<file path="src/rtl/set_assoc_read_cache_random_replace_defines.svh">
// Assertion macros for the read cache.
// No dependencies; used by modules that need clk and rst_n in scope.
`ifndef SET_ASSOC_READ_CACHE_RANDOM_REPLACE_DEFINES_SVH
`define SET_ASSOC_READ_CACHE_RANDOM_REPLACE_DEFINES_SVH

// Same-cycle implication, checked out of reset.
`define SARC_ASSERT_NOW(name, ante, cons) \
    name: assert property (@(posedge clk) disable iff (!rst_n) (ante) |-> (cons)) \
        else $error("cache assertion failed");

// Next-cycle implication, checked out of reset.
`define SARC_ASSERT_NEXT(name, ante, cons) \
    name: assert property (@(posedge clk) disable iff (!rst_n) (ante) |=> (cons)) \
        else $error("cache assertion failed");

`endif

</file>
<file path="src/rtl/sarc_pkg.sv">
// Shared types and constants of the read cache.
// No dependencies.
package sarc_pkg;

    localparam int SETS       = 128;
    localparam int SET_W      = 7;
    localparam int TAG_W      = 19;
    localparam int OFF_W      = 6;
    localparam int LINE_WORDS = 16;

    localparam logic [15:0] LFSR_SEED = 16'hACE1;
    localparam logic [15:0] LFSR_TAPS = 16'hB400;

    localparam logic KIND_READ   = 1'b0;
    localparam logic KIND_REFILL = 1'b1;
    localparam logic RES_DATA    = 1'b0;
    localparam logic RES_FETCH   = 1'b1;

    typedef struct packed {
        logic        kind;
        logic [31:0] address;
        logic [2:0]  length;
        logic [31:0] word;
    } item_t;

endpackage

</file>
<file path="src/rtl/sarc_front.sv">
// Front part: accepts requests, clamps the length and holds them in a short queue.
// Depends on sarc_pkg.
module sarc_front import sarc_pkg::*;
(
    input  logic        clk,
    input  logic        rst_n,
    input  logic        push,
    output logic        full,
    input  logic        kind,
    input  logic [31:0] address,
    input  logic [2:0]  length,
    input  logic [31:0] refill_word,
    input  logic        clearing,
    output item_t       head,
    output logic        avail,
    input  logic        take
);

    item_t      q_mem [2];
    logic       wr_ptr_reg;
    logic       rd_ptr_reg;
    logic [1:0] cnt_reg;
    logic       do_push;
    item_t      entry;

    assign full    = (cnt_reg == 2'd2) || clearing;
    assign do_push = push && !full;
    assign avail   = (cnt_reg != 2'd0);
    assign head    = q_mem[rd_ptr_reg];

    always_comb
    begin
        entry.kind    = kind;
        entry.address = address;
        entry.word    = refill_word;
        // a zero length reads one byte, anything above four reads four
        if (length == 3'd0)
        begin
            entry.length = 3'd1;
        end
        else if (length > 3'd4)
        begin
            entry.length = 3'd4;
        end
        else
        begin
            entry.length = length;
        end
    end

    always_ff @(posedge clk)
    begin
        if (do_push)
        begin
            q_mem[wr_ptr_reg] <= entry;
        end
    end

    always_ff @(posedge clk or negedge rst_n)
    begin
        if (!rst_n)
        begin
            wr_ptr_reg <= 1'b0;
            rd_ptr_reg <= 1'b0;
            cnt_reg    <= 2'd0;
        end
        else
        begin
            if (do_push)
            begin
                wr_ptr_reg <= ~wr_ptr_reg;
            end
            if (take)
            begin
                rd_ptr_reg <= ~rd_ptr_reg;
            end
            cnt_reg <= cnt_reg + {1'b0, do_push} - {1'b0, take};
        end
    end

endmodule

</file>
<file path="config.mk">
export PLATFORM = sky130hd
export DESIGN_NAME = sarc_front
export DESIGN_NICKNAME = d
export VERILOG_FILES = /design/src/rtl/set_assoc_read_cache_random_replace_defines.svh /design/src/rtl/sarc_pkg.sv /design/src/rtl/sarc_front.sv
export SDC_FILE = /design/constraint.sdc
export NUM_CORES = 1
export LEC_CHECK = 0
export ABC_AREA = 1
export BUFFER_PORTS_ARGS = -buffer_cell sky130_fd_sc_hd__buf_4
export CORE_MARGIN = 2
export CORE_UTILIZATION = 50
export DETAILED_ROUTE_END_ITERATION = 7
export GPL_TIMING_DRIVEN = 0
export PLACE_DENSITY = 0.76
export SYNTH_ARGS = -nofsm -noshare
export SYNTH_HDL_FRONTEND = slang
export SYNTH_SLANG_ARGS = --single-unit
</file>
<file path="constraint.sdc">
create_clock -name clk -period 5.65 [get_ports clk]
set_clock_uncertainty 0.2 [all_clocks]
set_input_delay 1.13 -clock clk [delete_from_list [all_inputs] [get_ports clk]]
set_output_delay 1.13 -clock clk [all_outputs]
set_load 0.01 [all_outputs]
</file>
==> metrics.txt <==
Detail Route Antenna Nets=0; Distinct cells, synth=15; Syn. warnings=0; initial antenna violation count=0; Post-Syn Nets=between 400 and 500; post-synthesis cell count=slightly below 400; # placed instances=669; Post-CTS Hold Buffers=0; Multi-input gate area=between 700 and 800 µm²; Clock Sink Count=140; Avg Inst Size Synth=approximately 14 µm²; Post-synth EDFFs=between 100 and 150; Core Footprint=approximately 10000 µm²; routed vias=between 3000 and 4000; Layout Area Growth over Synthesis=34.9%; Tmin final=between 2000 and 3000 ps; design area=between 7000 and 8000 µm²; Final #Nets=~630; Fin Hold WS=187 ps; synthesized area=around 5300 µm²; status=finished, final reports clean; CTS root buffer=clkbuf_8; clk_lat worst skew=~530 ps; Post-Layout Cell Count=approximately 700; maximum clock frequency=approximately 0.34 GHz; first-pass GRT wire length=approximately 16000 µm; setup TNS=0 ps; # Max-Cap Violations=0; total CTS buffers=17; sequential-to-total area share from yosys stat=between 70% and 80%; commonest register cell after synthesis=edfxtp_1; max-slew violation count=0; grt ovf=0; Util after Layout=69.5%; post-CTS setup buffers=0; Layout fillers=736; Setup WS pre-CTS=2730 ps; top cells by area, synth=edfxtp_1, nand2_1, inv_1; Hold WC Path Type=input pin to async pin; drt drc=0; IO buf count=around 140; most frequent cells after synthesis=edfxtp_1, nand2_1, inv_1, o21ai_1, o21ai_0; Final GP Congestion=roughly 0.72; LEAKAGE=~3.1 nW; Seq. cell area=4180 µm²; total die area=~12000 µm²; most frequent cell after synthesis=edfxtp_1; final hold viol count=0; RSZ-0062 raised after global routing=no; DR vias/cell=approximately 4.8; post-DP HPWL=roughly 6700 µm; Slew @ Worst Pin=887 ps; max reg flops=between 100 and 150; power density cells=between 400 and 500 nW/µm²; clk buf depth=2; #FFs+latches synth=140; initial drt markers=roughly 180; critical path class=flop to primary output; pin count of the biggest net entering global routing=between 60 and 70; placed cell areas=about 6600 µm²; via count of the first global-routing pass=approximately 3400; H-tree levels=4; Tcrit/Tclk final=approximately 52%; WL/cell=~15 µm; crit end category=primary output; worst vdd ir=between 0.2 and 0.3 mV; DR pass1 iterations=4; CP startpoint kind=flop; share of flip-flops with an asynchronous set or reset=2.86%; total track usage=between 10% and 20%; Die W=107 µm; layout cells sized above 1=about 36%; Synth top area share=76.4%; slew margin rel.=~41%; # IOs=approximately 140; WP data arrival=between 1500 and 2000 ps; final setup fails=0; Max Fanout on Critical Path=10; Initial Util=just over 50%; final WL=10200 µm; antenna cell count=0; Worst-path clk slew=approximately 60 ps; Die H=around 110 µm; row count=37; leading area contributor after synthesis=edfxtp_1; Worst Setup Slack, final=around 2700 ps; CP required=around 4300 ps; Overall Power=~3.5 mW; CTS tree=done; post-CTS sizing=0
## final timing paths
| check | startpoint | to | slack, ps | cells past startpoint |
|---|---|---|---|---|
| setup / recovery | rd_ptr_reg$_DFFE_PN0P_ | head[14] | 2720 | 4 |
| hold / removal | rst_n | wr_ptr_reg$_DFFE_PN0P_ | 190 | 1 |
| setup reg to reg | cnt_reg[1]$_DFF_PN0_ | q_mem[1][64]$_DFFE_PP_ | 3560 | 5 |
| hold reg to reg | wr_ptr_reg$_DFFE_PN0P_ | wr_ptr_reg$_DFFE_PN0P_ | 280 | 2 |
| max in group asynchronous | rst_n | rd_ptr_reg$_DFFE_PN0P_ | 4960 | 1 |
| min in group clk | wr_ptr_reg$_DFFE_PN0P_ | wr_ptr_reg$_DFFE_PN0P_ | 280 | 2 |
## layout make-up
type	instances	share of cell area, %
plain buffers	16	1.98
multi-input cells	156	10.3
inverters	77	4.04
clock inverters	15	2.27
well taps	136	2.36
repair buffers	144	15.3
flip-flops and latches	140	58.0
clock buffers	17	5.74
## placed cells by master, fill, tap and decap left out, drive strengths merged
cell / synthesis / routed
clkinv: 0 / 3
nand4: 1 / 1
xor2: 1 / 1
edfxtp: 136 / 136
clkbuf: 1 / 18
dfrtp: 4 / 4
inv: 77 / 82
nand3: 2 / 2
nand2: 78 / 78
clkinvlp: 0 / 5
ha: 2 / 2
o21ai: 68 / 68
nor2: 4 / 4
buf: 15 / 159
bufinv: 0 / 2
## power by group
part,switching [mW],internal [mW]
Sequential,0.0329,1.29
Combinational,0.614,0.508
Clock,0.433,0.634
## worst max-delay path: stages, from the launching register on
cell,delay [ps]
dfrtp_1,380
buf_6,150
buf_6,140
o21ai_0,230
buf_4,170
## cell families (layout without fill, tap and decap cells)
| group | count (synthesis) | in the layout | synth area share, % |
|---|---|---|---|
| compound gates | 68 | 68 | 7.00 |
| xor+xnor | 1 | 1 | 0.164 |
| fa+ha+maj | 2 | 2 | 0.468 |
| buf+inv | 93 | 269 | 8.07 |
| flops | 140 | 140 | 78.2 |
| simple gates | 85 | 85 | 6.06 |
## routing by layer
| layer | track usage [%] | wire [µm] | up-vias |
|---|---|---|---|
| li1 | - | - | 1642 |
| met1 | 21.3 | 4040 | 1571 |
| met2 | 30.9 | 5190 | 113 |
| met3 | 6.60 | 748 | 16 |
| met4 | 8.88 | 189 | 0 |
| met5 | 0 | 0 | - |
(Power assumes the default switching activity.)
